$ cat src/hdl/sorted_priority_queue_unit_defines.svh
// assertion macros for the sorted priority queue unit
`ifndef SORTED_PRIORITY_QUEUE_UNIT_DEFINES_SVH
`define SORTED_PRIORITY_QUEUE_UNIT_DEFINES_SVH

// consequent checked in the same cycle as the antecedent
`define SPQ_ASSERT_SAME(label, ante, cons) \
   label: assert property (@(posedge clock) disable iff (reset) (ante) |-> (cons)) \
      else $error("spq check failed");

// consequent checked in the cycle after the antecedent
`define SPQ_ASSERT_NEXT(label, ante, cons) \
   label: assert property (@(posedge clock) disable iff (reset) (ante) |=> (cons)) \
      else $error("spq check failed");

`endif

$ cat src/hdl/spq_pkg.sv
// shared types and constants of the sorted priority queue
`timescale 1ns / 1ps
`default_nettype none

package spq_pkg;

   localparam int PRIO_W    = 8;
   localparam int PAYLOAD_W = 16;

   typedef enum logic [1:0] {
      FUNC_INSERT   = 2'd0,
      FUNC_HIGHEST  = 2'd1,
      FUNC_EXACT    = 2'd2,
      FUNC_AT_LEAST = 2'd3
   } func_type;

   typedef enum logic [1:0] {
      STATUS_INSERTED = 2'd0,
      STATUS_REMOVED  = 2'd1,
      STATUS_MISS     = 2'd2,
      STATUS_FULL     = 2'd3
   } status_type;

   typedef enum logic [1:0] {
      ST_IDLE,
      ST_SCAN,
      ST_PUT,
      ST_FINISH
   } state_type;

   typedef struct packed {
      logic [PRIO_W-1:0]    prio;
      logic [PAYLOAD_W-1:0] payload;
   } entry_type;

   typedef struct packed {
      status_type           status;
      logic [PAYLOAD_W-1:0] payload;
      logic [PRIO_W-1:0]    prio;
   } result_type;

endpackage

`default_nettype wire

$ cat src/hdl/spq_ram.sv
// entry memory: one write port, one registered read port
`timescale 1ns / 1ps
`default_nettype none

module spq_ram #(
   parameter int CAPACITY = 16
) (
   input  wire logic                        clock,
   input  wire logic                        wr_en,
   input  wire logic [$clog2(CAPACITY)-1:0] wr_addr,
   input  wire spq_pkg::entry_type          wr_data,
   input  wire logic                        rd_en,
   input  wire logic [$clog2(CAPACITY)-1:0] rd_addr,
   output spq_pkg::entry_type               rd_data
);
   import spq_pkg::*;

   entry_type mem [CAPACITY];
   entry_type rd_data_ff;

   always_ff @(posedge clock) begin
      if (wr_en) begin
         mem[wr_addr] <= wr_data;
      end
   end

   always_ff @(posedge clock) begin
      if (rd_en) begin
         rd_data_ff <= mem[rd_addr];
      end
   end

   assign rd_data = rd_data_ff;

endmodule

`default_nettype wire

$ cat src/hdl/spq_ctrl.sv
// sequencer: walks the entry memory to insert or remove one entry
`timescale 1ns / 1ps
`default_nettype none

module spq_ctrl #(
   parameter int CAPACITY = 16
) (
   input  wire logic                              clock,
   input  wire logic                              reset,
   input  wire logic                              req_valid,
   output logic                                   req_ready,
   input  wire logic [1:0]                        req_func,
   input  wire logic [spq_pkg::PRIO_W-1:0]        req_prio,
   input  wire logic [spq_pkg::PAYLOAD_W-1:0]     req_payload,
   output logic                                   res_valid,
   input  wire logic                              res_ready,
   output spq_pkg::result_type                    res,
   output logic [$clog2(CAPACITY+1)-1:0]          fill_count,
   output logic                                   mem_rd_en,
   output logic [$clog2(CAPACITY)-1:0]            mem_rd_addr,
   input  wire spq_pkg::entry_type                mem_rd_data,
   output logic                                   mem_wr_en,
   output logic [$clog2(CAPACITY)-1:0]            mem_wr_addr,
   output spq_pkg::entry_type                     mem_wr_data
);
   import spq_pkg::*;

   localparam int AW = $clog2(CAPACITY);
   localparam int FW = $clog2(CAPACITY + 1);

   state_type             state_ff, state_in;
   func_type              func_ff, func_in;
   logic [PRIO_W-1:0]     prio_ff, prio_in;
   logic [PAYLOAD_W-1:0]  payload_ff, payload_in;
   logic [AW-1:0]         idx_ff, idx_in;
   logic                  found_ff, found_in;
   status_type            status_ff, status_in;
   logic [PAYLOAD_W-1:0]  out_pay_ff, out_pay_in;
   logic [PRIO_W-1:0]     out_prio_ff, out_prio_in;
   logic [FW-1:0]         fill_ff, fill_in;

   logic                  full;
   logic                  empty;
   logic [AW-1:0]         last_idx;
   logic                  at_last;
   logic                  shift_up;
   logic                  match;
   func_type              req_func_t;

   assign req_func_t = func_type'(req_func);
   assign full       = (fill_ff == FW'(CAPACITY));
   assign empty      = (fill_ff == '0);
   assign last_idx   = AW'(fill_ff - FW'(1));
   assign at_last    = (idx_ff == last_idx);
   // insert scan moves entries of lower priority one place toward the tail
   assign shift_up   = (mem_rd_data.prio < prio_ff);

   always_comb begin
      unique case (func_ff)
         FUNC_INSERT:   match = 1'b0;
         FUNC_HIGHEST:  match = (idx_ff == '0);
         FUNC_EXACT:    match = (mem_rd_data.prio == prio_ff);
         FUNC_AT_LEAST: match = (idx_ff == '0) && (mem_rd_data.prio >= prio_ff);
         default:       match = 1'b0;
      endcase
   end

   // next state
   always_comb begin
      state_in = state_ff;
      unique case (state_ff)
         ST_IDLE: begin
            if (req_valid) begin
               if (req_func_t == FUNC_INSERT) begin
                  if (full) begin
                     state_in = ST_FINISH;
                  end else if (empty) begin
                     state_in = ST_PUT;
                  end else begin
                     state_in = ST_SCAN;
                  end
               end else if (empty) begin
                  state_in = ST_FINISH;
               end else begin
                  state_in = ST_SCAN;
               end
            end
         end
         ST_SCAN: begin
            if (func_ff == FUNC_INSERT) begin
               if (shift_up) begin
                  state_in = (idx_ff == '0) ? ST_PUT : ST_SCAN;
               end else begin
                  state_in = ST_FINISH;
               end
            end else if (at_last) begin
               state_in = ST_FINISH;
            end
         end
         ST_PUT:    state_in = ST_FINISH;
         ST_FINISH: begin
            if (res_ready) begin
               state_in = ST_IDLE;
            end
         end
         default:   state_in = ST_IDLE;
      endcase
   end

   // outputs and datapath
   always_comb begin
      req_ready   = 1'b0;
      res_valid   = 1'b0;
      mem_rd_en   = 1'b0;
      mem_rd_addr = idx_ff;
      mem_wr_en   = 1'b0;
      mem_wr_addr = idx_ff;
      mem_wr_data = mem_rd_data;
      func_in     = func_ff;
      prio_in     = prio_ff;
      payload_in  = payload_ff;
      idx_in      = idx_ff;
      found_in    = found_ff;
      status_in   = status_ff;
      out_pay_in  = out_pay_ff;
      out_prio_in = out_prio_ff;
      fill_in     = fill_ff;
      unique case (state_ff)
         ST_IDLE: begin
            req_ready = 1'b1;
            if (req_valid) begin
               func_in     = req_func_t;
               prio_in     = req_prio;
               payload_in  = req_payload;
               found_in    = 1'b0;
               status_in   = STATUS_MISS;
               out_pay_in  = '0;
               out_prio_in = '0;
               if (req_func_t == FUNC_INSERT) begin
                  if (full) begin
                     status_in = STATUS_FULL;
                  end else if (!empty) begin
                     mem_rd_en   = 1'b1;
                     mem_rd_addr = last_idx;
                     idx_in      = last_idx;
                  end
               end else if (!empty) begin
                  mem_rd_en   = 1'b1;
                  mem_rd_addr = '0;
                  idx_in      = '0;
               end
            end
         end
         ST_SCAN: begin
            if (func_ff == FUNC_INSERT) begin
               mem_wr_en   = 1'b1;
               mem_wr_addr = idx_ff + AW'(1);
               if (shift_up) begin
                  mem_wr_data = mem_rd_data;
                  if (idx_ff != '0) begin
                     mem_rd_en   = 1'b1;
                     mem_rd_addr = idx_ff - AW'(1);
                     idx_in      = idx_ff - AW'(1);
                  end
               end else begin
                  mem_wr_data.prio    = prio_ff;
                  mem_wr_data.payload = payload_ff;
                  status_in           = STATUS_INSERTED;
               end
            end else begin
               // after the hit every later entry closes the gap
               if (found_ff) begin
                  mem_wr_en   = 1'b1;
                  mem_wr_addr = idx_ff - AW'(1);
                  mem_wr_data = mem_rd_data;
               end else if (match) begin
                  found_in    = 1'b1;
                  status_in   = STATUS_REMOVED;
                  out_pay_in  = mem_rd_data.payload;
                  out_prio_in = mem_rd_data.prio;
               end
               if (!at_last) begin
                  mem_rd_en   = 1'b1;
                  mem_rd_addr = idx_ff + AW'(1);
                  idx_in      = idx_ff + AW'(1);
               end
            end
         end
         ST_PUT: begin
            mem_wr_en           = 1'b1;
            mem_wr_addr         = '0;
            mem_wr_data.prio    = prio_ff;
            mem_wr_data.payload = payload_ff;
            status_in           = STATUS_INSERTED;
         end
         ST_FINISH: begin
            res_valid = 1'b1;
            if (res_ready) begin
               if (status_ff == STATUS_INSERTED) begin
                  fill_in = fill_ff + FW'(1);
               end else if (status_ff == STATUS_REMOVED) begin
                  fill_in = fill_ff - FW'(1);
               end
            end
         end
         default: begin
         end
      endcase
   end

   always_ff @(posedge clock) begin
      if (reset) begin
         state_ff <= ST_IDLE;
         fill_ff  <= '0;
         found_ff <= 1'b0;
      end else begin
         state_ff <= state_in;
         fill_ff  <= fill_in;
         found_ff <= found_in;
      end
   end

   always_ff @(posedge clock) begin
      func_ff     <= func_in;
      prio_ff     <= prio_in;
      payload_ff  <= payload_in;
      idx_ff      <= idx_in;
      status_ff   <= status_in;
      out_pay_ff  <= out_pay_in;
      out_prio_ff <= out_prio_in;
   end

   assign res.status  = status_ff;
   assign res.payload = out_pay_ff;
   assign res.prio    = out_prio_ff;
   assign fill_count  = fill_ff;

endmodule

`default_nettype wire

$ cat src/hdl/sorted_priority_queue_unit.sv
// a full insert or an extract from an empty queue answers without touching the entry memory;
// an insert walks from the tail until it finds its place, any other extract walks every entry
// throughput: one request at a time, set by the one-entry-per-cycle walk over the
// entry memory through its single read port and single write port
// reset empties the queue at once; the entry memory itself is not cleared
`timescale 1ns / 1ps
`default_nettype none
`include "sorted_priority_queue_unit_defines.svh"

module sorted_priority_queue_unit #(
   parameter int CAPACITY = 16
) (
   input  wire logic        clock,
   input  wire logic        reset,
   input  wire logic        req_valid,
   output logic             req_ready,
   input  wire logic [1:0]  req_func,
   input  wire logic [7:0]  req_priority_req,
   input  wire logic [15:0] req_payload,
   output logic             rsp_valid,
   input  wire logic        rsp_ready,
   output logic [1:0]       rsp_status,
   output logic [15:0]      rsp_payload_out,
   output logic [7:0]       rsp_priority_out
);
   import spq_pkg::*;

   localparam int AW = $clog2(CAPACITY);
   localparam int FW = $clog2(CAPACITY + 1);

   logic            res_valid;
   logic            res_ready;
   result_type      res;
   logic [FW-1:0]   fill_count;
   logic            mem_rd_en;
   logic [AW-1:0]   mem_rd_addr;
   entry_type       mem_rd_data;
   logic            mem_wr_en;
   logic [AW-1:0]   mem_wr_addr;
   entry_type       mem_wr_data;

   logic            rsp_valid_ff, rsp_valid_in;
   result_type      rsp_ff, rsp_in;

   spq_ctrl #(
      .CAPACITY(CAPACITY)
   ) u_ctrl (
      .clock       (clock),
      .reset       (reset),
      .req_valid   (req_valid),
      .req_ready   (req_ready),
      .req_func    (req_func),
      .req_prio    (req_priority_req),
      .req_payload (req_payload),
      .res_valid   (res_valid),
      .res_ready   (res_ready),
      .res         (res),
      .fill_count  (fill_count),
      .mem_rd_en   (mem_rd_en),
      .mem_rd_addr (mem_rd_addr),
      .mem_rd_data (mem_rd_data),
      .mem_wr_en   (mem_wr_en),
      .mem_wr_addr (mem_wr_addr),
      .mem_wr_data (mem_wr_data)
   );

   spq_ram #(
      .CAPACITY(CAPACITY)
   ) u_ram (
      .clock   (clock),
      .wr_en   (mem_wr_en),
      .wr_addr (mem_wr_addr),
      .wr_data (mem_wr_data),
      .rd_en   (mem_rd_en),
      .rd_addr (mem_rd_addr),
      .rd_data (mem_rd_data)
   );

   // response register frees the sequencer while a beat waits downstream
   assign res_ready = !rsp_valid_ff || rsp_ready;

   always_comb begin
      rsp_valid_in = rsp_valid_ff;
      rsp_in       = rsp_ff;
      if (rsp_valid_ff && rsp_ready) begin
         rsp_valid_in = 1'b0;
      end
      if (res_valid && res_ready) begin
         rsp_valid_in = 1'b1;
         rsp_in       = res;
      end
   end

   always_ff @(posedge clock) begin
      if (reset) begin
         rsp_valid_ff <= 1'b0;
      end else begin
         rsp_valid_ff <= rsp_valid_in;
      end
   end

   always_ff @(posedge clock) begin
      rsp_ff <= rsp_in;
   end

   assign rsp_valid        = rsp_valid_ff;
   assign rsp_status       = rsp_ff.status;
   assign rsp_payload_out  = rsp_ff.payload;
   assign rsp_priority_out = rsp_ff.prio;

   `SPQ_ASSERT_SAME(a_fill_bound, 1'b1, fill_count <= FW'(CAPACITY))
   `SPQ_ASSERT_SAME(a_full_only_when_full, rsp_valid && (rsp_status == STATUS_FULL),
                    fill_count == FW'(CAPACITY))
   `SPQ_ASSERT_SAME(a_zero_fields, rsp_valid && (rsp_status != STATUS_REMOVED),
                    (rsp_payload_out == '0) && (rsp_priority_out == '0))
   `SPQ_ASSERT_NEXT(a_one_at_a_time, req_valid && req_ready, !req_ready)

endmodule

`default_nettype wire
$ cat config.mk
export PLATFORM = sky130hd
export DESIGN_NAME = sorted_priority_queue_unit
export DESIGN_NICKNAME = d
export VERILOG_FILES = /design/src/hdl/spq_pkg.sv /design/src/hdl/spq_ram.sv /design/src/hdl/spq_ctrl.sv /design/src/hdl/sorted_priority_queue_unit.sv
export VERILOG_INCLUDE_DIRS = /design/src /design/src/hdl
export SDC_FILE = /design/constraint.sdc
export NUM_CORES = 1
export LEC_CHECK = 0
export BUFFER_PORTS_ARGS = -buffer_cell sky130_fd_sc_hd__buf_4
export CAP_MARGIN = 5
export CORE_ASPECT_RATIO = 0.8
export CORE_MARGIN = 2
export CORE_UTILIZATION = 45
export DETAILED_ROUTE_END_ITERATION = 6
export SYNTH_ARGS = -nofsm -noshare
export SYNTH_HDL_FRONTEND = slang
export SYNTH_SLANG_ARGS = --single-unit
$ cat constraint.sdc
create_clock -name clock -period 10.96 [get_ports clock]
set_input_delay 0.548 -clock clock [delete_from_list [all_inputs] [get_ports clock]]
set_output_delay 0.548 -clock clock [all_outputs]
set_load 0.005 [all_outputs]
==> metrics, run 1 <==
Fmax approximately 0.2 GHz; Hold Buf Count CTS 0; drt total wl 44.9 mm; CP required between 10 and 15 ns; top cells by count, synth edfxtp_1 (486), mux2i_1 (193), o22ai_1 (98); peak supply drop ~0.41 mV; Ports 58; initial antenna violation count 0; final core utilization 51.5%; Final min period around 5 ns; Area after DPL between 20000 and 25000 µm²; Mapped Avg Cell Area 17.0 µm²; Slew @ Worst Pin 1.31 ns; critical path, cell by cell inv_1 > ha_1 > xor2_1 > nand3_1 > o21a_2 > o32a_1 > o21ai_4 > buf_12 > buf_4 > mux2i_1 > o22ai_1 > or4_1; Post-Syn Area 19800 µm²; EDFF count, synth between 400 and 500; GRT Total Usage a little under 20%; clk slew on worst S/H paths about 0.06 ns; WL/cell roughly 25 µm; largest net degree at the start of global routing approximately 150; cells after synthesis 1161; LEAKAGE about 0.0079 µW; count of cell types in the netlist between 60 and 70; hold path depth 1; DRT Pass-1 Iters 5; top_reg_cell synth edfxtp_1; PwrDens about 310 nW/µm²; fin crit share between 40 and 50%; Crit Path Class register to register; Final Instance Area around 22000 µm²; clock sinks roughly 500; vias in the first global route between 10000 and 15000; CTS root buf clkbuf_16; Ant. Diodes 0; R2R depth 12; largest stage delay on the critical path between 0.7 and 0.8 ns; Synth async-reset ratio 0%; delay-heaviest family, CP buffers and inverters; maxcap violations 0; final-report max-slew violation count 0; die area ~46000 µm²; WHS ~0.15 ns; critical path's slowest cell buf_4; # rows 68; Slew headroom 12.5%; first-pass GRT wire length around 66 mm; Setup Skew approximately 0.018 ns; Stages on worst setup path 12; top cell type by total area after synthesis edfxtp_1; Die Width around 240 µm; post-CTS setup buffer count 0; post-CTS resize count 0; crit end category register; DR vias between 10000 and 15000; Iter 0 DRT Violations 1010; crit path DAT 5.38 ns; Synth top area share about 74%; TNS Setup 0 ns; area added between synthesis and finish 12.7%; core area roughly 43000 µm²; starting density of the core 45.7%; CTS tree done; H-tree depth 2; number of synthesized register bits roughly 500; Mapped Nets between 1000 and 1500; Nets between 1000 and 1500; Hold Path Class primary input to register; Vias/cell roughly 5.7; Worst-Skew Late Latency 0.58 ns; critical path fanouts, max between 150 and 200; CP Launch Type register; status complete, no violations; # DRC 0; largest cells by area after synthesis edfxtp_1 (74%), mux2i_1 (9.8%), o22ai_1 (3.1%); cts bufs inserted 50; count leader, synth edfxtp_1; clk buf depth 3; final hold violations 0; share of layout cells above drive strength 1 13.2%; port bufs 57; unrepaired setup endpoints after global routing false; CP Buf/Inv Count 3; total number of yosys warnings 0; Die Y about 190 µm; DRT antenna net count 0; GRT overflow 0; final RePlAce weighted congestion between 0.8 and 0.9; Setup violations, final 0; hpwl dp 22.8 mm; sequential share of the synthesized area about three quarters
## area by class of cell
type                            count  area [µm²]
Sequential cell                   499       14900
Multi-Input combinational cell    577        4630
Clock buffer                       64        1330
Timing Repair Buffer               67         515
Tap cell                          560         701
Clock inverter                     24         155
Fill cell                        3459       21000
Inverter                           23        86.3
## state kept, by name (all words and copies together), names as in the netlist
register	flops
rsp_payload_out	16
rsp_priority_out	8
rsp_status	2
rsp_valid	1
u_ctrl.fill_count	5
u_ctrl.found_ff	1
u_ctrl.func_ff	2
u_ctrl.idx_ff	4
u_ctrl.out_pay_ff	16
u_ctrl.out_prio_ff	8
u_ctrl.payload_ff	16
u_ctrl.prio_ff	8
u_ctrl.state_ff	2
u_ctrl.status_ff	2
u_ram.mem	384
u_ram.rd_data	24
## metal layers
metal  GRT usage [%]  wire length (µm)  up-vias
met3            3.21              2500       59
met1            29.5             21500     5281
li1                -                 -     4731
met5               0                 0        -
met2            30.7             20300      286
met4            4.45               697        0
## final timing paths
path                             start  slack, ns                    end
setup / recovery  u_ctrl.fill_count[0]       5.89      u_ram.rd_data[22]
hold reg to reg   u_ctrl.out_pay_ff[2]       0.42     rsp_payload_out[2]
setup reg to reg  u_ctrl.fill_count[0]       5.89      u_ram.rd_data[22]
hold / removal         req_payload[11]       0.15  u_ctrl.payload_ff[11]
## placed cells by master, fill, tap and decap left out, types with 16 or more instances in the layout
cell and instances:
mux2i_1 193, nand2_1 22, nor2_4 16, a22o_1 26
and2_1 24, inv_1 20, or4_1 25, o21ai_0 19
clkbuf_16 51, o22ai_1 98, edfxtp_1 486, ha_1 16
nor2_1 24, buf_4 66
## cell families (layout without fill, tap and decap cells)
logic type	Yosys count	count (layout)	share of synthesized area, %
XOR/XNOR	12	12	0.601
buffers and inverters	85	178	2.22
multiplexers	194	194	9.83
adder cells (fa/ha/maj)	17	17	1.08
flip-flops	499	499	75.1
AND/OR/NAND/NOR	167	167	4.73
AO/OA/AOI/OAI	187	187	6.39
## through the flow
step | worst slack, ns | total power [µW] | std cells
final | 5.89 | 6820 | 1814
after global routing | 5.68 | 7120 | 1814
after CTS | 6.01 | 6840 | 1814
after detailed placement | 6.04 | 5270 | 1726
after global placement | 6.16 | 5220 | 1726
after floorplan | 7.18 | 4560 | 1161
## where the power goes
group,total (µW),internal (µW),switching [µW]
clock network,1570,876,696
logic,2350,818,1530
registers,2900,2780,115
(Power assumes the default switching activity.)
==> run 2, diff against run 1 <==
==> constraint.sdc (replaced) <==
create_clock -name clock -period 4.2 [get_ports clock]
set_input_delay 0.21 -clock clock [delete_from_list [all_inputs] [get_ports clock]]
set_output_delay 0.21 -clock clock [all_outputs]
set_load 0.005 [all_outputs]
==> run 2 against run 1 <==
Net effect:
- via count rose by 3.1%
- first-iteration DRC count grew 4.0%
- worst setup slack worse by 5.6 ns
- worst hold slack improved by 0.12 ns
- largest cell class unchanged
==> metrics, run 2 (synthesis results as in run 1) <==
status complete, no violations; most frequent cells in the layout edfxtp_1 (486), mux2i_1 (193), o22ai_1 (98); H-tree depth 2 (unchanged); clk slew on worst S/H paths 0.06 ns (about the same); Slew headroom 19.9% (+7.4 points); starting density of the core 45.7% (unchanged); Finished Layout Cells 1873 (+3.3%); reg2reg end u_ram.rd_data[22]; first-pass GRT wire length 67.2 mm (+2.1%); sequential power share 41.4% (-1.1 points); Hold Path Class primary input to register; area added between synthesis and finish 16.9%; CTS tree done; final-report max-slew violation count 0 (unchanged); share of layout cells above drive strength 1 15.5% (+2.3 points); WHS Endpoint u_ctrl.status_ff[0]; commonest non-fill, non-tap cell in the layout edfxtp_1; # DRC 0 (unchanged); final hold violations 0 (unchanged); Setup violations, final 0 (unchanged); total power 18300 µW (+170%); crit path DAT 4.26 ns (-1.12 ns); cts bufs inserted 49 (-2.0%); critical path fanouts, max 78 (-49%); initial antenna violation count 1 (+1); Die Y 191 µm (unchanged); Nets 1325 (+4.7%); CTS root buf clkbuf_16; Most flops, register u_ram.mem; largest net degree at the start of global routing 79 (-48%); multi-input logic area 4630 µm² (-0.11%); TNS Setup 0 ns (unchanged); GRT overflow 0 (unchanged); DRT antenna net count 0 (unchanged); GRT Total Usage 20.3% (+0.45 points); post-CTS resize count 0 (unchanged); Fmax 0.253 GHz (+28%); Sw Ratio 33.8% (-0.46 points); # rows 68 (unchanged); Clk pwr share 23.5% (+0.4 points); unrepaired setup endpoints after global routing false; DR vias 10700 (+3.1%); Final min period 3.95 ns (-1.12 ns); post-CTS setup buffer count 0 (unchanged); WHS 0.267 ns (+0.120 ns); P_int 12100 µW (+170%); port bufs 57 (unchanged); combinational share of power 35.1% (+0.7 points); Ant. Diodes 0 (unchanged); hold path depth 3 (+2); clk buf depth 3 (unchanged); Ports 58 (unchanged); FF-to-FF setup slack 0.25 ns (-5.64 ns); crit end category register; CP Launch Type register; hpwl dp 25.4 mm (+11%); core area 43200 µm² (unchanged); Worst Min Path Start req_valid; Worst-Skew Late Latency 0.58 ns (about the same); fin crit share 94.1% (+48 points); clock sinks 499 (unchanged); CP required 4.51 ns (-6.76 ns); die area 45600 µm² (unchanged); LEAKAGE 0.00827 µW (+5.1%); maxcap violations 0 (unchanged); Setup Skew 0.0186 ns (+0.000563 ns); vias in the first global route 10400 (+1.8%); WL/cell 24.6 µm (-0.91%); Die Width 238 µm (unchanged); Vias/cell 5.70 (-0.12%); Fillers 3406 (-1.5%); register area 14900 µm² (unchanged); dpl cells 1759 (+1.9%); Iter 0 DRT Violations 1050 (+4.0%); drt total wl 46.0 mm (+2.3%); DRT Pass-1 Iters 5 (unchanged); Slew @ Worst Pin 1.20 ns (-0.114 ns); peak supply drop 0.534 mV (+30%); Switch Pwr 6180 µW (+160%); PwrDens 791 nW/µm² (+160%); Crit Path Class register to register; R2R depth 11 (-1); max reg flops 384 (unchanged); Hold Buf Count CTS 28 (+28); Reg2Reg Launch Point u_ctrl.fill_count[0]; final RePlAce weighted congestion 0.838 (-2.4%)
## run 2: critical path, stage by stage (launching register included)
cell and delay [ns]:
dfxtp_1 0.50, inv_1 0.16, ha_1 0.40, xor2_1 0.18, nand3_1 0.12, o21a_2 0.28
o32a_1 0.37, o21ai_4 0.21, buf_12 0.45, mux2i_1 0.27, o22ai_1 0.09, or4_1 0.57
## run 2: final cells by class
type | count | area share [%]
flip-flops and latches | 499 | 64.3
multi-input cells | 577 | 20.0
clock buffers | 61 | 5.68
repair buffers | 128 | 5.49
well taps | 560 | 3.03
clock inverters | 25 | 1.10
inverters | 23 | 0.374
## run 2: how the worst max path moves through the flow
stage	end	start	slack (ns)
finish	u_ram.rd_data[22]	u_ctrl.fill_count[0]	0.25
CTS	u_ram.rd_data[22]	u_ctrl.fill_count[0]	0.26
global placement	u_ram.rd_data[22]	u_ctrl.fill_count[0]	0.29
detailed placement	u_ram.rd_data[22]	u_ctrl.fill_count[0]	0.27
floorplan	u_ctrl.out_pay_ff[0]	u_ram.rd_data[17]	0.42
global route	u_ram.rd_data[5]	u_ctrl.fill_count[0]	0.08
## run 2: power groups by stage
stage	clock (µW)	combinational (µW)	sequential, µW
6_report	4300	6410	7560
5_1_grt	4570	6920	7620
4_1_cts	4390	6430	7560
3_5_place_dp	0	6400	7660
3_3_place_gp	0	6280	7650
2_1_floorplan	0	4380	7500
## run 2: routing by layer
| metal | GRT usage, % | routed length, µm |
|---|---|---|
| met3 | 3.54 | 3730 |
| met5 | 0 | 0 |
| met1 | 29.1 | 20400 |
| met2 | 31.9 | 20900 |
| met4 | 5.75 | 974 |
## run 2: metrics by stage
stage / cell area (µm²) / utilization [%] / setup slack (ns)
finish: 23100 / 53.5 / 0.247
global route: 23100 / 53.5 / 0.0788
floorplan: 19800 / - / 0.421
CTS: 23100 / 53.5 / 0.257
global placement: 21300 / 49.2 / 0.292
detailed placement: 21300 / 49.2 / 0.272
==> run 3, diff against run 2 <==
--- a/config.mk
+++ b/config.mk
@@ -8,10 +8,13 @@
 export LEC_CHECK = 0
 export BUFFER_PORTS_ARGS = -buffer_cell sky130_fd_sc_hd__buf_4
 export CAP_MARGIN = 5
+export CELL_PAD_IN_SITES_DETAIL_PLACEMENT = 0
+export CELL_PAD_IN_SITES_GLOBAL_PLACEMENT = 1
 export CORE_ASPECT_RATIO = 0.8
 export CORE_MARGIN = 2
 export CORE_UTILIZATION = 45
 export DETAILED_ROUTE_END_ITERATION = 6
+export PLACE_DENSITY = 0.72
 export SYNTH_ARGS = -nofsm -noshare
 export SYNTH_HDL_FRONTEND = slang
 export SYNTH_SLANG_ARGS = --single-unit
==> run 3 against run 2 <==
Net effect:
- core utilization is 0.36 points lower
- sequential cell count is the same
- critical path type unchanged
- critical path depth is 1 higher
- largest power group unchanged
- non-clock buffer count is 9 higher
==> metrics, run 3 (synthesis results as in run 1) <==
die area 45600 µm² (unchanged); DRT Pass-1 Iters 5 (unchanged); critical path fanouts, max 24 (-69%); most frequent cells in the layout edfxtp_1 (486), mux2i_1 (193), o22ai_1 (98); DR vias 10700 (+0.31%); Vias/cell 5.68 (-0.38%); crit path DAT 4.27 ns (about the same); H-tree depth 2 (unchanged); Slew @ Worst Pin 0.821 ns (-0.378 ns); Final min period 4.00 ns (+0.0426 ns); final hold violations 0 (unchanged); final RePlAce weighted congestion 0.815 (-2.7%); maxcap violations 0 (unchanged); CP required 4.47 ns (-0.04 ns); largest stage delay on the critical path 0.57 ns (about the same); peak supply drop 0.411 mV (-23%); vias in the first global route 10300 (-0.59%); CTS tree done; GRT Total Usage 20.1% (-0.13 points); cts bufs inserted 49 (unchanged); status complete, no violations; hpwl dp 25.2 mm (-0.87%); critical path's slowest cell or4_1; TNS Setup 0 ns (unchanged); Ant. Diodes 0 (unchanged); critical path, cell by cell ha_1 > nand2_1 > o21ai_0 > nand3b_1 > nor2_1 > o32a_1 > o21ai_4 > buf_12 > buf_12 > mux2i_1 > o22ai_1 > or4_1; Fmax 0.250 GHz (-1.1%); Die Width 238 µm (unchanged); unrepaired setup endpoints after global routing false; Nets 1334 (+0.68%); share of layout cells above drive strength 1 15.7% (+0.15 points); CP Launch Type register; CTS root buf clkbuf_16; Hold Path Class primary input to register; clk buf depth 3 (unchanged); initial antenna violation count 1 (unchanged); max reg flops 384 (unchanged); area added between synthesis and finish 16.1%; post-CTS setup buffer count 0 (unchanged); LEAKAGE 0.00827 µW (about the same); Crit Path Class register to register; Worst-Skew Late Latency 0.56 ns (-0.02 ns); Setup violations, final 0 (unchanged); GRT overflow 0 (unchanged); port bufs 57 (unchanged); core area 43200 µm² (unchanged); WL/cell 24.3 µm (-0.99%); Most flops, register u_ram.mem; crit end category register; fin crit share 95.1% (+1.0 points); CP dominant cell by count buf_12; starting density of the core 45.7% (unchanged); drt total wl 45.9 mm (-0.30%); clock sinks 499 (unchanged); Setup Skew 0.0132 ns (-0.00538 ns); # rows 68 (unchanged); largest net degree at the start of global routing 50 (-37%); Slew headroom 45.1% (+25 points); Ports 58 (unchanged); DRT antenna net count 0 (unchanged); commonest non-fill, non-tap cell in the layout edfxtp_1; # DRC 0 (unchanged); clk slew on worst S/H paths 0.06 ns (about the same); first-pass GRT wire length 66.9 mm (-0.37%); Iter 0 DRT Violations 979 (-6.8%); total power 18100 µW (-0.80%); PwrDens 790 nW/µm² (-0.14%); final-report max-slew violation count 0 (unchanged); Die Y 191 µm (unchanged)
## run 3: cell types whose count changed in the layout (fill, tap and decap cells not counted), sizes merged
| cell | change |
|---|---|
| buf | +9 |
| clkinvlp | -1 |
| clkinv | +7 |
| inv | -1 |
| bufinv | -1 |
## run 3: final cells by class
cell class	instances	area, µm²
multi-input combinational	577	4550
inverter	23	86.3
clock buffer	61	1270
timing repair buffer	137	1260
tap	560	701
clock inverter	29	228
fill	3439	20300
sequential	499	14900
## run 3: path summary, 6_finish.rpt
kind / from / end / slack, ns / cells after the start
setup / recovery: u_ram.rd_data[23] / u_ram.rd_data[17] / 0.20 / 12
hold / removal: req_valid / u_ctrl.status_ff[0] / 0.22 / 3
setup reg to reg: u_ram.rd_data[23] / u_ram.rd_data[17] / 0.20 / 12
hold reg to reg: u_ctrl.out_pay_ff[3] / rsp_payload_out[3] / 0.42 / 0
## run 3: power by group
group          switching (µW)  internal [µW]
clock                    1800           2330
sequential                278           7260
combinational            4030           2420
## run 3: what timing repair did
action / 4_1_cts / 5_1_grt
setup endpoints to repair: 0 / 1
hold endpoints to repair: 35 / 0
gates resized for setup: 0 / 1
hold buffers: 28 / 0
## run 3: metrics by stage
| step | worst slack [ns] | cell area (µm²) | utilization [%] | hold WS, ns | cells |
|---|---|---|---|---|---|
| 2_1_floorplan | 0.421 | 19800 | - | 0.309 | 1161 |
| 3_3_place_gp | 0.275 | 21200 | 49.0 | 0.390 | 1768 |
| 3_5_place_dp | 0.218 | 21200 | 49.0 | 0.389 | 1768 |
| 4_1_cts | 0.166 | 22900 | 53.1 | 0.197 | 1886 |
| 5_1_grt | 0.0201 | 22900 | 53.1 | 0.278 | 1886 |
| 6_report | 0.205 | 22900 | 53.1 | 0.223 | 1886 |
## run 3: per-layer routing
metal / vias up / part of all wire [%] / track usage (%)
li1: 4873 / - / -
met1: 5474 / 47 / 29.5
met2: 295 / 46 / 32.0
met3: 72 / 5.2 / 2.83
met4: 0 / 1.8 / 4.76
met5: - / 0 / 0
## run 3: worst max-delay path: cells and delay by family (launching register included)
family | cells | cell delay [ns]
compound gates | 4 | 1.21
buf+inv | 2 | 0.48
fa+ha+maj | 1 | 0.35
mux | 1 | 0.25
simple gates | 4 | 0.93
flops | 1 | 0.43
